**src/rtl/nearest_sample_rate_converter_core_assert.svh**
```systemverilog
// Assertion macros for the nearest sample rate converter core.
// Used by the top level; expects clk_i and rst_ni in scope.
`ifndef NEAREST_SAMPLE_RATE_CONVERTER_CORE_ASSERT_SVH
`define NEAREST_SAMPLE_RATE_CONVERTER_CORE_ASSERT_SVH

// Same-cycle implication, checked out of reset.
`define NSRC_ASSERT_NOW(lbl, ante, cons) \
  lbl: assert property (@(posedge clk_i) disable iff (!rst_ni) (ante) |-> (cons)) \
    else $error("nsrc: same-cycle check failed");

// Next-cycle implication, checked out of reset.
`define NSRC_ASSERT_NEXT(lbl, ante, cons) \
  lbl: assert property (@(posedge clk_i) disable iff (!rst_ni) (ante) |=> (cons)) \
    else $error("nsrc: next-cycle check failed");

`endif

```
**src/rtl/nsrc_pkg.sv**
```systemverilog
// Shared types and constants for the nearest sample rate converter.
// No dependencies.
`default_nettype none

package nsrc_pkg;

  localparam int unsigned SampleW = 16;
  localparam int unsigned StepW   = 13;
  localparam int unsigned PhaseW  = 14;
  localparam int unsigned CfgIdxW = 4;
  localparam int unsigned CfgW    = 13;

  localparam logic [StepW-1:0]  StepMin = 13'd4;
  localparam logic [StepW-1:0]  StepMax = 13'd4096;
  localparam logic [StepW-1:0]  StepRst = 13'd256;
  localparam logic [PhaseW-1:0] UnitQ8  = 14'd256;

  // Configuration register indexes
  typedef enum logic [CfgIdxW-1:0] {
    REG_STEP_Q8        = 4'd0,
    REG_INPUT_IS_WIDE  = 4'd1,
    REG_OUTPUT_IS_WIDE = 4'd2,
    REG_TWO_CHANNELS   = 4'd3
  } cfg_reg_e;

  typedef enum logic {
    ST_IDLE = 1'b0,
    ST_RUN  = 1'b1
  } seq_state_e;

  typedef struct packed {
    logic [SampleW-1:0] left_raw;
    logic [SampleW-1:0] right_raw;
    logic               final_frame;
  } in_beat_t;

  typedef struct packed {
    logic signed [SampleW-1:0] left_out;
    logic signed [SampleW-1:0] right_out;
    logic                      run_last;
    logic                      stream_last;
  } out_beat_t;

  // Shared adder result
  typedef struct packed {
    logic [PhaseW-1:0] sum;
    logic              ge_unit;
  } alu_res_t;

endpackage

`default_nettype wire

```
**src/rtl/nsrc_fmt.sv**
```systemverilog
// Sample format conversion: raw byte or word in, signed 16 or 8 bit out.
// Depends on nsrc_pkg.
`default_nettype none

module nsrc_fmt (
  input  wire logic [nsrc_pkg::SampleW-1:0]        raw_i,
  input  wire logic                                input_is_wide_i,
  input  wire logic                                output_is_wide_i,
  output logic signed [nsrc_pkg::SampleW-1:0]      sample_o
);

  logic [nsrc_pkg::SampleW-1:0] dec;

  // Re-center unsigned bytes: (u - 128) << 8 is the byte with its top bit flipped
  always_comb begin
    if (input_is_wide_i) begin
      dec = raw_i;
    end else begin
      dec = {~raw_i[7], raw_i[6:0], 8'h00};
    end
  end

  // Narrow by arithmetic shift right of 8
  always_comb begin
    if (output_is_wide_i) begin
      sample_o = dec;
    end else begin
      sample_o = {{8{dec[15]}}, dec[15:8]};
    end
  end

endmodule

`default_nettype wire

```
**src/rtl/nsrc_phase_alu.sv**
```systemverilog
// Shared phase adder: accumulates the step or takes one unit off the phase.
// Depends on nsrc_pkg.
`default_nettype none

module nsrc_phase_alu (
  input  wire logic [nsrc_pkg::PhaseW-1:0] phase_i,
  input  wire logic [nsrc_pkg::PhaseW-1:0] operand_i,
  output nsrc_pkg::alu_res_t               res_o
);

  // Add modulo 2^14; flag whether the result reached one whole input
  always_comb begin
    res_o.sum     = phase_i + operand_i;
    res_o.ge_unit = (res_o.sum >= nsrc_pkg::UnitQ8);
  end

endmodule

`default_nettype wire

```
**src/rtl/nearest_sample_rate_converter_core.sv**
```systemverilog
// Nearest-neighbor sample rate converter top level: config, sequencer, output register.
// Depends on nsrc_pkg, nsrc_fmt, nsrc_phase_alu and the assertion macro header.
//
//   channel  | direction | handshake             | payload
//   ---------+-----------+-----------------------+------------------------------
//   input    | in        | in_valid_i/in_stall_o | in_data_i   (nsrc_pkg::in_beat_t)
//   output   | out       | out_valid_o/out_stall_i | out_data_o (nsrc_pkg::out_beat_t)
//   config   | in        | cfg_valid_i/cfg_ready_o | cfg_index_i, cfg_data_i
//
// An input beat is accepted in the idle state; the run state then makes one output
// per step through the shared phase adder and ends by taking a unit off the phase.
// A stalled output holds the sequencer until the output register frees up.
// Reset (rst_ni low, async) clears the phase, the sequencer, the output valid flag
// and the config registers to their defaults. Config writes are always taken.
`default_nettype none

`include "nearest_sample_rate_converter_core_assert.svh"

module nearest_sample_rate_converter_core (
  input  wire logic                             clk_i,
  input  wire logic                             rst_ni,
  input  wire logic                             in_valid_i,
  output logic                                  in_stall_o,
  input  wire nsrc_pkg::in_beat_t               in_data_i,
  output logic                                  out_valid_o,
  input  wire logic                             out_stall_i,
  output nsrc_pkg::out_beat_t                   out_data_o,
  input  wire logic                             cfg_valid_i,
  output logic                                  cfg_ready_o,
  input  wire logic [nsrc_pkg::CfgIdxW-1:0]     cfg_index_i,
  input  wire logic [nsrc_pkg::CfgW-1:0]        cfg_data_i
);

  // Config registers
  logic [nsrc_pkg::StepW-1:0] step_cfg_q;
  logic                       in_wide_q, out_wide_q, stereo_q;

  assign cfg_ready_o = 1'b1;

  always_ff @(posedge clk_i or negedge rst_ni) begin
    if (!rst_ni) begin
      step_cfg_q <= nsrc_pkg::StepRst;
      in_wide_q  <= 1'b1;
      out_wide_q <= 1'b1;
      stereo_q   <= 1'b0;
    end else if (cfg_valid_i && cfg_ready_o) begin
      case (nsrc_pkg::cfg_reg_e'(cfg_index_i))
        nsrc_pkg::REG_STEP_Q8:        step_cfg_q <= cfg_data_i[nsrc_pkg::StepW-1:0];
        nsrc_pkg::REG_INPUT_IS_WIDE:  in_wide_q  <= cfg_data_i[0];
        nsrc_pkg::REG_OUTPUT_IS_WIDE: out_wide_q <= cfg_data_i[0];
        nsrc_pkg::REG_TWO_CHANNELS:   stereo_q   <= cfg_data_i[0];
        default: ;
      endcase
    end
  end

  // Format both channels of the incoming beat
  logic signed [nsrc_pkg::SampleW-1:0] left_fmt, right_fmt;

  nsrc_fmt u_fmt_left (
    .raw_i            (in_data_i.left_raw),
    .input_is_wide_i  (in_wide_q),
    .output_is_wide_i (out_wide_q),
    .sample_o         (left_fmt)
  );

  nsrc_fmt u_fmt_right (
    .raw_i            (in_data_i.right_raw),
    .input_is_wide_i  (in_wide_q),
    .output_is_wide_i (out_wide_q),
    .sample_o         (right_fmt)
  );

  // Clamp the step into its legal range
  logic [nsrc_pkg::StepW-1:0] step_clamped;

  always_comb begin
    if (step_cfg_q < nsrc_pkg::StepMin) begin
      step_clamped = nsrc_pkg::StepMin;
    end else if (step_cfg_q > nsrc_pkg::StepMax) begin
      step_clamped = nsrc_pkg::StepMax;
    end else begin
      step_clamped = step_cfg_q;
    end
  end

  // Sequencer state and per-beat holding registers
  nsrc_pkg::seq_state_e state_q, state_d;
  logic [nsrc_pkg::PhaseW-1:0] phase_q, phase_d;
  logic                        out_valid_q, out_valid_d;
  nsrc_pkg::out_beat_t         out_q;
  logic signed [nsrc_pkg::SampleW-1:0] lval_q, rval_q;
  logic [nsrc_pkg::StepW-1:0]  step_q;
  logic                        fin_q;

  logic in_accept, phase_ge, out_free, emit, wrap;
  logic [nsrc_pkg::PhaseW-1:0] alu_operand;
  nsrc_pkg::alu_res_t          alu_res;

  assign in_accept = in_valid_i && !in_stall_o;
  assign phase_ge  = (phase_q[nsrc_pkg::PhaseW-1:8] != '0);
  assign out_free  = !out_valid_q || !out_stall_i;

  nsrc_phase_alu u_alu (
    .phase_i   (phase_q),
    .operand_i (alu_operand),
    .res_o     (alu_res)
  );

  // Next state
  always_comb begin
    state_d = state_q;
    case (state_q)
      nsrc_pkg::ST_IDLE: begin
        if (in_accept) state_d = nsrc_pkg::ST_RUN;
      end
      nsrc_pkg::ST_RUN: begin
        if (phase_ge) state_d = nsrc_pkg::ST_IDLE;
      end
      default: state_d = nsrc_pkg::ST_IDLE;
    endcase
  end

  // Sequencer outputs
  always_comb begin
    in_stall_o  = 1'b1;
    emit        = 1'b0;
    wrap        = 1'b0;
    alu_operand = nsrc_pkg::PhaseW'(step_q);
    case (state_q)
      nsrc_pkg::ST_IDLE: begin
        in_stall_o = 1'b0;
      end
      nsrc_pkg::ST_RUN: begin
        if (phase_ge) begin
          wrap        = 1'b1;
          alu_operand = -nsrc_pkg::UnitQ8;
        end else begin
          emit = out_free;
        end
      end
      default: ;
    endcase
  end

  // Advance the phase: add the step per output, drop one unit at the end, or clear it after a final frame
  always_comb begin
    phase_d = phase_q;
    if (emit) begin
      phase_d = alu_res.sum;
    end else if (wrap) begin
      phase_d = fin_q ? '0 : alu_res.sum;
    end
  end

  assign out_valid_d = emit || (out_valid_q && out_stall_i);

  always_ff @(posedge clk_i or negedge rst_ni) begin
    if (!rst_ni) begin
      state_q     <= nsrc_pkg::ST_IDLE;
      phase_q     <= '0;
      out_valid_q <= 1'b0;
    end else begin
      state_q     <= state_d;
      phase_q     <= phase_d;
      out_valid_q <= out_valid_d;
    end
  end

  // Hold the formatted samples and step of the accepted beat
  always_ff @(posedge clk_i) begin
    if (in_accept) begin
      lval_q <= left_fmt;
      rval_q <= stereo_q ? right_fmt : '0;
      step_q <= step_clamped;
      fin_q  <= in_data_i.final_frame;
    end
  end

  // Load the output register with one beat per emitted frame
  always_ff @(posedge clk_i) begin
    if (emit) begin
      out_q.left_out    <= lval_q;
      out_q.right_out   <= rval_q;
      out_q.run_last    <= alu_res.ge_unit;
      out_q.stream_last <= alu_res.ge_unit && fin_q;
    end
  end

  assign out_valid_o = out_valid_q;
  assign out_data_o  = out_q;

  `NSRC_ASSERT_NOW(a_stream_last_ends_run, out_valid_o, !out_data_o.stream_last || out_data_o.run_last)
  `NSRC_ASSERT_NEXT(a_busy_after_accept, in_accept, in_stall_o)
  `NSRC_ASSERT_NEXT(a_final_clears_phase, wrap && fin_q, phase_q == '0)
  `NSRC_ASSERT_NOW(a_idle_phase_bounded, state_q == nsrc_pkg::ST_IDLE, phase_q < 14'd4096)
  `NSRC_ASSERT_NOW(a_emit_needs_room, emit, out_free && !phase_ge)

endmodule

`default_nettype wire
```
**config.mk**
```make
export PLATFORM = sky130hd
export DESIGN_NAME = nearest_sample_rate_converter_core
export DESIGN_NICKNAME = d
export VERILOG_FILES = /design/src/rtl/nsrc_pkg.sv /design/src/rtl/nsrc_fmt.sv /design/src/rtl/nsrc_phase_alu.sv /design/src/rtl/nearest_sample_rate_converter_core.sv
export VERILOG_INCLUDE_DIRS = /design/src /design/src/rtl
export SDC_FILE = /design/constraint.sdc
export NUM_CORES = 1
export LEC_CHECK = 0
export ABC_CLOCK_PERIOD_IN_PS = 5800
export BUFFER_PORTS_ARGS = -buffer_cell sky130_fd_sc_hd__buf_4
export CORE_ASPECT_RATIO = 1.5
export CORE_MARGIN = 2
export CORE_UTILIZATION = 27
export CTS_BUF_LIST = sky130_fd_sc_hd__clkbuf_4 sky130_fd_sc_hd__clkbuf_8 sky130_fd_sc_hd__clkbuf_16
export CTS_CLUSTER_SIZE = 20
export DETAILED_ROUTE_END_ITERATION = 6
export GPL_TIMING_DRIVEN = 0
export HOLD_SLACK_MARGIN = 0.15
export MAX_ROUTING_LAYER = met4
export PLACE_DENSITY = 0.54
export SETUP_SLACK_MARGIN = 0.02
export SYNTH_ARGS = -nofsm -noshare
export SYNTH_HDL_FRONTEND = slang
export SYNTH_HIERARCHICAL = 1
export SYNTH_SLANG_ARGS = --single-unit
```
**constraint.sdc**
```tcl
create_clock -name clk_i -period 5.8 [get_ports clk_i]
set_clock_uncertainty 0.05 [all_clocks]
set_input_delay 0.29 -clock clk_i [delete_from_list [all_inputs] [get_ports clk_i]]
set_output_delay 0.29 -clock clk_i [all_outputs]
set_load 0.01 [all_outputs]
```
==> results of run 1 <==
## per-layer routing
layer  wire [um]  vias to the layer above
li1            -                     1734
met1        4960                     1788
met2        6860                       86
met3         296                       23
met4         381                        0
met5           0                        -
## sequential cells by signal, indices dropped and copies added (netlist names)
name	cells
fin_q	1
in_wide_q	1
lval_q	16
out_data_o	34
out_valid_o	1
out_wide_q	1
phase_q	14
rval_q	16
state_q	1
step_cfg_q	13
step_q	13
stereo_q	1
## logic make-up (layout without fill, tap and decap cells)
kind of cell | Yosys count | count (layout)
flops | 112 | 112
simple gates | 105 | 105
compound gates | 66 | 66
mux | 46 | 46
buf+inv | 30 | 153
fa+ha+maj | 14 | 14
xor+xnor | 11 | 11
other cells | 1 | 1
## placed cells by master (no fill, tap or decap), drive strengths merged, types with 3 or more instances in the layout
master	count
a21o	4
mux4	14
and2	37
xor2	4
mux2	28
edfxtp	80
nand2b	7
nor2	14
clkbuf	16
nand2	13
clkinv	4
dlygate4sd3	15
o41ai	4
mux2i	4
dfstp	3
o32ai	6
ha	13
inv	13
dfrtp	29
buf	104
a31oi	7
xnor2	7
nor2b	11
a32o	8
a21oi	10
and3	4
a22o	13
o21ai	4
## report_power, final
part / switching, mW / internal [mW]
logic: 0.601 / 0.555
clock network: 0.277 / 0.349
registers: 0.108 / 1.10
## worst paths after layout
| kind | startpoint | end | slack [ns] | cells after the start |
|---|---|---|---|---|
| max in group asynchronous | rst_ni | out_wide_q | 4.98 | 2 |
| max reg2reg | phase_q[8] | out_data_o[0] | 1.39 | 13 |
| min reg2reg | rval_q[0] | out_data_o[2] | 0.37 | 0 |
| max | phase_q[8] | out_data_o[0] | 1.39 | 13 |
| min in group asynchronous | rst_ni | phase_q[10] | 0.37 | 2 |
| min | cfg_data_i[0] | step_cfg_q[0] | 0.17 | 2 |
## synthesized netlist by cell type, types with 3 or more instances
master / instances / area share (%)
edfxtp_1: 80 / 43
and2_1: 37 / 4.1
dfrtp_1: 29 / 13
mux2_2: 18 / 3.6
mux4_1: 14 / 6.6
nor2_1: 14 / 0.94
a22o_1: 13 / 2.0
ha_1: 13 / 2.9
nand2_1: 13 / 0.87
inv_1: 12 / 0.80
nor2b_1: 11 / 1.2
mux2_4: 10 / 2.7
a21oi_1: 9 / 0.80
a32o_1: 8 / 1.4
a31oi_1: 7 / 0.78
nand2b_1: 7 / 0.78
xnor2_1: 7 / 1.1
o32ai_1: 6 / 0.94
clkbuf_1: 5 / 0.33
a21o_1: 4 / 0.54
and3_1: 4 / 0.45
buf_2: 4 / 0.36
buf_6: 4 / 0.80
mux2i_1: 4 / 0.71
o41ai_1: 4 / 0.62
xor2_1: 4 / 0.62
dfstp_2: 3 / 1.4
o21ai_0: 3 / 0.27
## what timing repair did
action,CTS,global route
setup endpoints to repair,0,0
gates resized for setup,0,0
endpoints found under the hold margin,43,0
hold buffers,15,0
## per-stage QoR
step | setup WS [ns] | utilization, % | power [mW] | instance area (um2)
after global placement | 1.42 | 32.4 | 2.31 | 6620
after floorplan | 1.80 | - | 2.02 | 5610
after global routing | 1.14 | 34.9 | 3.17 | 7130
final | 1.39 | 34.9 | 2.99 | 7130
after detailed placement | 1.40 | 32.7 | 2.37 | 6670
after CTS | 1.37 | 34.9 | 3.01 | 7130
## layout make-up
class / count / area, um2
Tap cell: 264 / 330
Fill cell: 1996 / 13300
Buffer: 18 / 144
Multi-Input combinational cell: 243 / 2230
Clock inverter: 6 / 66.3
Sequential cell: 112 / 3210
Timing Repair Buffer: 107 / 866
Clock buffer: 10 / 239
Inverter: 12 / 45.0
## worst reg2reg max path, cell delays in order (launching register included)
cell and delay, ns:
dfrtp_1 0.44, or4_4 0.54, buf_6 0.16, o31ai_4 0.26
clkbuf_2 0.25, and2_1 0.15, ha_1 0.28, a21o_1 0.23
a221o_1 0.42, a2111oi_2 0.38, a311oi_1 0.13, a2111o_1 0.36
or3_1 0.35, and2_1 0.18
==> out/qor.yml, run 1 <==
drive_gt1_share_pct: 31.1
crit_family: "compound AO/OA/AOI/OAI gates"
tightest_slew_ns: 1.12
finalCritPeriodShare_pct: 76.1
ys_ff_latch: 112
synth_edf_count: 80
grt_setup_unrepaired: "false"
grtUsageMet3_pct: 1.46
post-cts-setup-buffers: 0
cap_violations: 0
cts_buffer_depth: 2
diodes: 0
ys_warn_count: 6
critical_path_class: "register to register"
drt_pass1_iterations: 4
crit_path_end_kind: "register"
drv_slew: 0
synthAdderAreaFrac_pct: 3.26
dp_hpwl_mm: 9.72
busiest_layer: "met2"
cts.reportedPaths.clkPinSlew_ns: 0.07
fp-row-count: 64
seq_area_frac_synth_pct: 57.1
drc: 0
fin_cells: 772
synthSimpleGateAreaFrac_pct: 10.9
met1_usage_pct: 13.2
hold_viol: 0
grt_pass1_vias: 3794
syn2layout_area_growth_pct: 27.0
grt-ovfl-total: 0
synthesis.nets: 454
status: "finished clean"
ios: 92
slowest_delay_ns: 0.54
vias: 3631
io_buffers: 90
max-vdd-ir-drop_mv: 0.156
htree_num_levels: 3
die_w_um: 122
cts_tree: "done"
ctsRootBufferMaster: "clkbuf_16"
p_leak_nw: 2.87
grt_max_degree: 33
die_h_um: 181
grt_pass1_wl_mm: 20.2
antenna_found_initial: 0
crit_top_cell: "and2_1"
cp.arrival_ns: 4.46
synth_xor_area_share_pct: 1.72
core_um2: 20400
power_density_nw_per_um2: 419
grtUsageTotal_pct: 12.1
nets: 572
crit_chain: "or4_4, buf_6, o31ai_4, clkbuf_2, and2_1, ha_1, a21o_1, a221o_1, a2111oi_2, a311oi_1, a2111o_1, or3_1, and2_1"
dpl.cell_count: 741
cpMaxStageDelayCell: "or4_4"
max_freq_mhz: 227
synth_top_family_by_area: "multiplexers"
start_util_pct: 27.5
met2_usage_pct: 21.4
whs_ns: 0.167
drtIter0Drc: 173
synth-compound-area-share_pct: 9.97
hp-class: "input port to register"
wl_mm: 12.5
fin_crit_ns: 4.41
worstPathRequired_ns: 5.85
timing.critical_path.buf_inv: 2
insertion_delay_ns: 0.34
avgSynthCellArea_um2: 14.6
synth_flop_cell: "edfxtp_1"
numCtsBuffers: 9
postSynth.asyncResetShare_pct: 28.6
ant_nets: 0
via_per_inst: 4.70
synth_cells: 385
muxShareOfSynthArea_pct: 13.6
place.gp.congestion: 0.840
die_area_um2: 22000
relSlewSlack_pct: 24.3
ys_types: 54
fin_tns_setup_ns: 0
wire_per_inst_um: 16.2
cts.sinks: 112
syn_area_um2: 5610
cp-start-kind: "register"
path_max_fanout: 10
setup_violations: 0
Power figures use the tool's default switching activity.
==> run 2: changes to the inputs <==
- ABC_AREA: not set -> 1
- ABC_CLOCK_PERIOD_IN_PS: 5800 -> 4200
- clock period: 5.8 -> 4.2 ns (I/O delays scaled with it)
==> run 2 against run 1 <==
Compared with the run above:
- hold slack got worse by 0.0085 ns
- final cell count rose by 36%
- sequential cell count is the same
- global-route usage rose by 0.29 points
- non-clock buffer count up 12
- via count grew 20%
- synthesized area grew 1.6%
- largest power group is now combinational cells
- highest routed layer unchanged
- worst setup slack worse by 0.24 ns
- critical path depth up 4
- synthesized cell count up 68%
- power is 42% higher
==> out/qor.yml, run 2 <==
htree_num_levels: 3  # unchanged
synth_top_cell_by_area: "edfxtp_1"
path_max_fanout: 10  # unchanged
crit_chain: "nor2_2, nand3_2, nand2_1, inv_1, buf_2, nor2_1, ha_1, fa_1, nand3_1, nand3_2, nand2_1, nand2_1, xor2_1, nor2_1, nand3_1, nand2_1, inv_1"
seq_area_frac_synth_pct: 56.2  # -0.93 points
grt-ovfl-total: 0  # unchanged
met2_usage_pct: 22.5  # +1.1 points
cpMaxStageDelayCell: "fa_1"
core_um2: 20900  # +2.4%
synth_flop_cell: "edfxtp_1"
die_area_um2: 22300  # +1.6%
grtUsageTotal_pct: 12.4  # +0.29 points
drive_gt1_share_pct: 20.0  # -11 points
fin_tns_setup_ns: 0  # unchanged
via_per_inst: 4.14  # -12%
grt_setup_unrepaired: "false"
grt_pass1_vias: 4326  # +14%
final_common_cell: "nand2_1"
place.gp.congestion: 0.858  # +2.1%
io_buffers: 90  # unchanged
p_int_mw: 2.63  # +32%
dp_hpwl_mm: 9.78  # +0.60%
crit_path_end_kind: "register"
fp-row-count: 65  # +1.6%
avgSynthCellArea_um2: 8.83  # -39%
synthesis.nets: 715  # +57%
drt_pass1_iterations: 4  # unchanged
max_freq_mhz: 327  # +44%
hp-class: "input port to register"
die_h_um: 182  # +0.80%
largest_reg_flops: 34  # unchanged
dpl-instance-area_um2: 6750  # +1.2%
sequentialPowerShare_pct: 38.6  # -1.7 points
cts_buffer_depth: 2  # unchanged
critical_path_class: "register to register"
busiest_layer: "met2"
reg2reg_depth: 17  # +4
slowest_delay_ns: 0.44  # -0.10 ns
synth_edf_count: 80  # unchanged
ys_ff_latch: 112  # unchanged
wire_per_inst_um: 12.3  # -24%
met1_usage_pct: 13.3  # about the same
finalCritPeriodShare_pct: 72.7  # -3.3 points
numCtsBuffers: 9  # unchanged
drc: 0  # unchanged
ant_nets: 0  # unchanged
insertion_delay_ns: 0.36  # +0.02 ns
ys_types: 35  # -35%
rr_startpoint: "phase_q[13]"
hold_depth: 3  # +1
yosys-top-cells-count: "nand2_1 (209), inv_1 (121), edfxtp_1 (80), nor2_1 (56), nand3_1 (44)"
max-vdd-ir-drop_mv: 0.220  # +41%
tightest_slew_ns: 0.899  # -0.221 ns
rrSetupSlack_ns: 1.14  # -0.24 ns
grt_pass1_wl_mm: 20.8  # +3.2%
relSlewSlack_pct: 39.9  # +16 points
synth_most_common_cell: "nand2_1"
grt_max_degree: 35  # +6.1%
worstPathRequired_ns: 4.27  # -1.58 ns
fin_crit_ns: 3.06  # -1.36 ns
p_leak_nw: 3.67  # +28%
hold_viol: 0  # unchanged
syn_area_um2: 5700  # +1.6%
diodes: 0  # unchanged
postSynth.asyncResetShare_pct: 28.6  # unchanged
switching_share_pct: 38.0  # +5.0 points
cts.sinks: 112  # unchanged
cp.arrival_ns: 3.12  # -1.34 ns
p_switching_mw: 1.61  # +64%
grtUsageMet3_pct: 2.14  # +0.68 points
cap_violations: 0  # unchanged
setup_violations: 0  # unchanged
cts_tree: "done"
postLayoutCellArea_um2: 7370  # +3.4%
syn2layout_area_growth_pct: 29.2
synth_top_area_share_pct: 42.1  # -0.69 points
crit_top_cell: "nand2_1"
cp-start-kind: "register"
p_clk_share_pct: 19.7  # -1.3 points
synth_cells: 646  # +68%
nets: 849  # +48%
most-common-layout-cells: "nand2_1 (209), inv_1 (120), buf_4 (91)"
antenna_found_initial: 0  # unchanged
yosys-top-cells-area: "edfxtp_1 (42%), nand2_1 (14%), dfrtp_1 (13%)"
ys_warn_count: 6  # unchanged
r2r-end: "out_data_o[0]"
vias: 4362  # +20%
die_w_um: 123  # +0.80%
drv_slew: 0  # unchanged
post_cts_resized: 0  # unchanged
status: "finished clean"
ctsRootBufferMaster: "clkbuf_16"
power_frac_comb_pct: 41.7  # +3.0 points
post-cts-setup-buffers: 0  # unchanged
power_density_nw_per_um2: 576  # +38%
wl_mm: 12.9  # +3.2%
ios: 92  # unchanged
hold_end: "in_wide_q"
hp-start: "cfg_data_i[0]"
cts.reportedPaths.clkPinSlew_ns: 0.07  # about the same
start_util_pct: 27.3  # -0.19 points
drtIter0Drc: 174  # +0.58%
run 2: cells by family (layout without fill, tap and decap cells):
group / Yosys count / count (layout) / share of synthesized area [%]
AO/OA/AOI/OAI: 25 / 25 / 2.50
AND/OR/NAND/NOR: 344 / 344 / 26.0
XOR/XNOR: 8 / 8 / 1.23
buffers and inverters: 141 / 280 / 10.6
other: 1 / 1 / 0.0657
flip-flops: 112 / 112 / 56.2
multiplexers: 1 / 1 / 0.197
adder cells (fa/ha/maj): 14 / 14 / 3.20
run 2: repair_timing:
action	in CTS	in global routing
hold endpoints to repair	58	0
hold buffers	31	0
endpoints found under the setup margin	0	0
run 2: area by class of cell:
cell class / instances / area, um2
plain buffers: 14 / 116
clock buffers: 10 / 233
clock inverters: 6 / 57.6
fillers: 2142 / 13500
inverters: 127 / 489
multi-input cells: 393 / 1900
flip-flops and latches: 112 / 3210
well taps: 268 / 335
repair buffers: 123 / 1030
run 2: critical path: cells and delay by family, from the launching register on:
kind | cells | cell delay (ns)
flip-flops | 1 | 0.42
AND/OR/NAND/NOR | 11 | 1.09
adder cells (fa/ha/maj) | 2 | 0.65
XOR/XNOR | 1 | 0.16
buffers and inverters | 3 | 0.45
run 2: worst max-delay path by stage:
stage,start,to,slack (ns),cells after the start
3_5_place_dp,phase_q[13],out_data_o[0],1.09,17
4_1_cts,phase_q[13],out_data_o[0],1.08,17
2_1_floorplan,state_q,fin_q,1.30,1
3_3_place_gp,state_q,rval_q[2],0.25,1
5_1_grt,phase_q[13],out_data_o[0],0.91,17
6_report,phase_q[13],out_data_o[0],1.14,17
run 2: power by group through the flow:
| stage | Combinational [mW] | Clock, mW | Sequential [mW] |
|---|---|---|---|
| after global routing | 2.05 | 0.908 | 1.67 |
| after floorplan | 1.25 | 0 | 1.67 |
| after global placement | 1.73 | 0 | 1.67 |
| final | 1.77 | 0.835 | 1.64 |
| after detailed placement | 1.76 | 0 | 1.67 |
| after CTS | 1.79 | 0.867 | 1.65 |
run 2: through the flow:
stage	hold slack, ns	power [mW]	setup slack [ns]	instances	utilization [%]
6_report	0.159	4.25	1.14	1053	35.3
2_1_floorplan	-0.136	2.92	1.30	646	-
4_1_cts	0.155	4.31	1.08	1052	35.2
3_5_place_dp	0.146	3.43	1.09	1005	32.3
3_3_place_gp	0.144	3.40	0.251	1004	32.1
5_1_grt	0.181	4.62	0.909	1053	35.3
run 2: routing by layer:
layer / vias to the layer above / wire (um)
met5: - / 0
li1: 2268 / -
met3: 18 / 379
met4: 0 / 310
met2: 69 / 7200
met1: 2007 / 5010
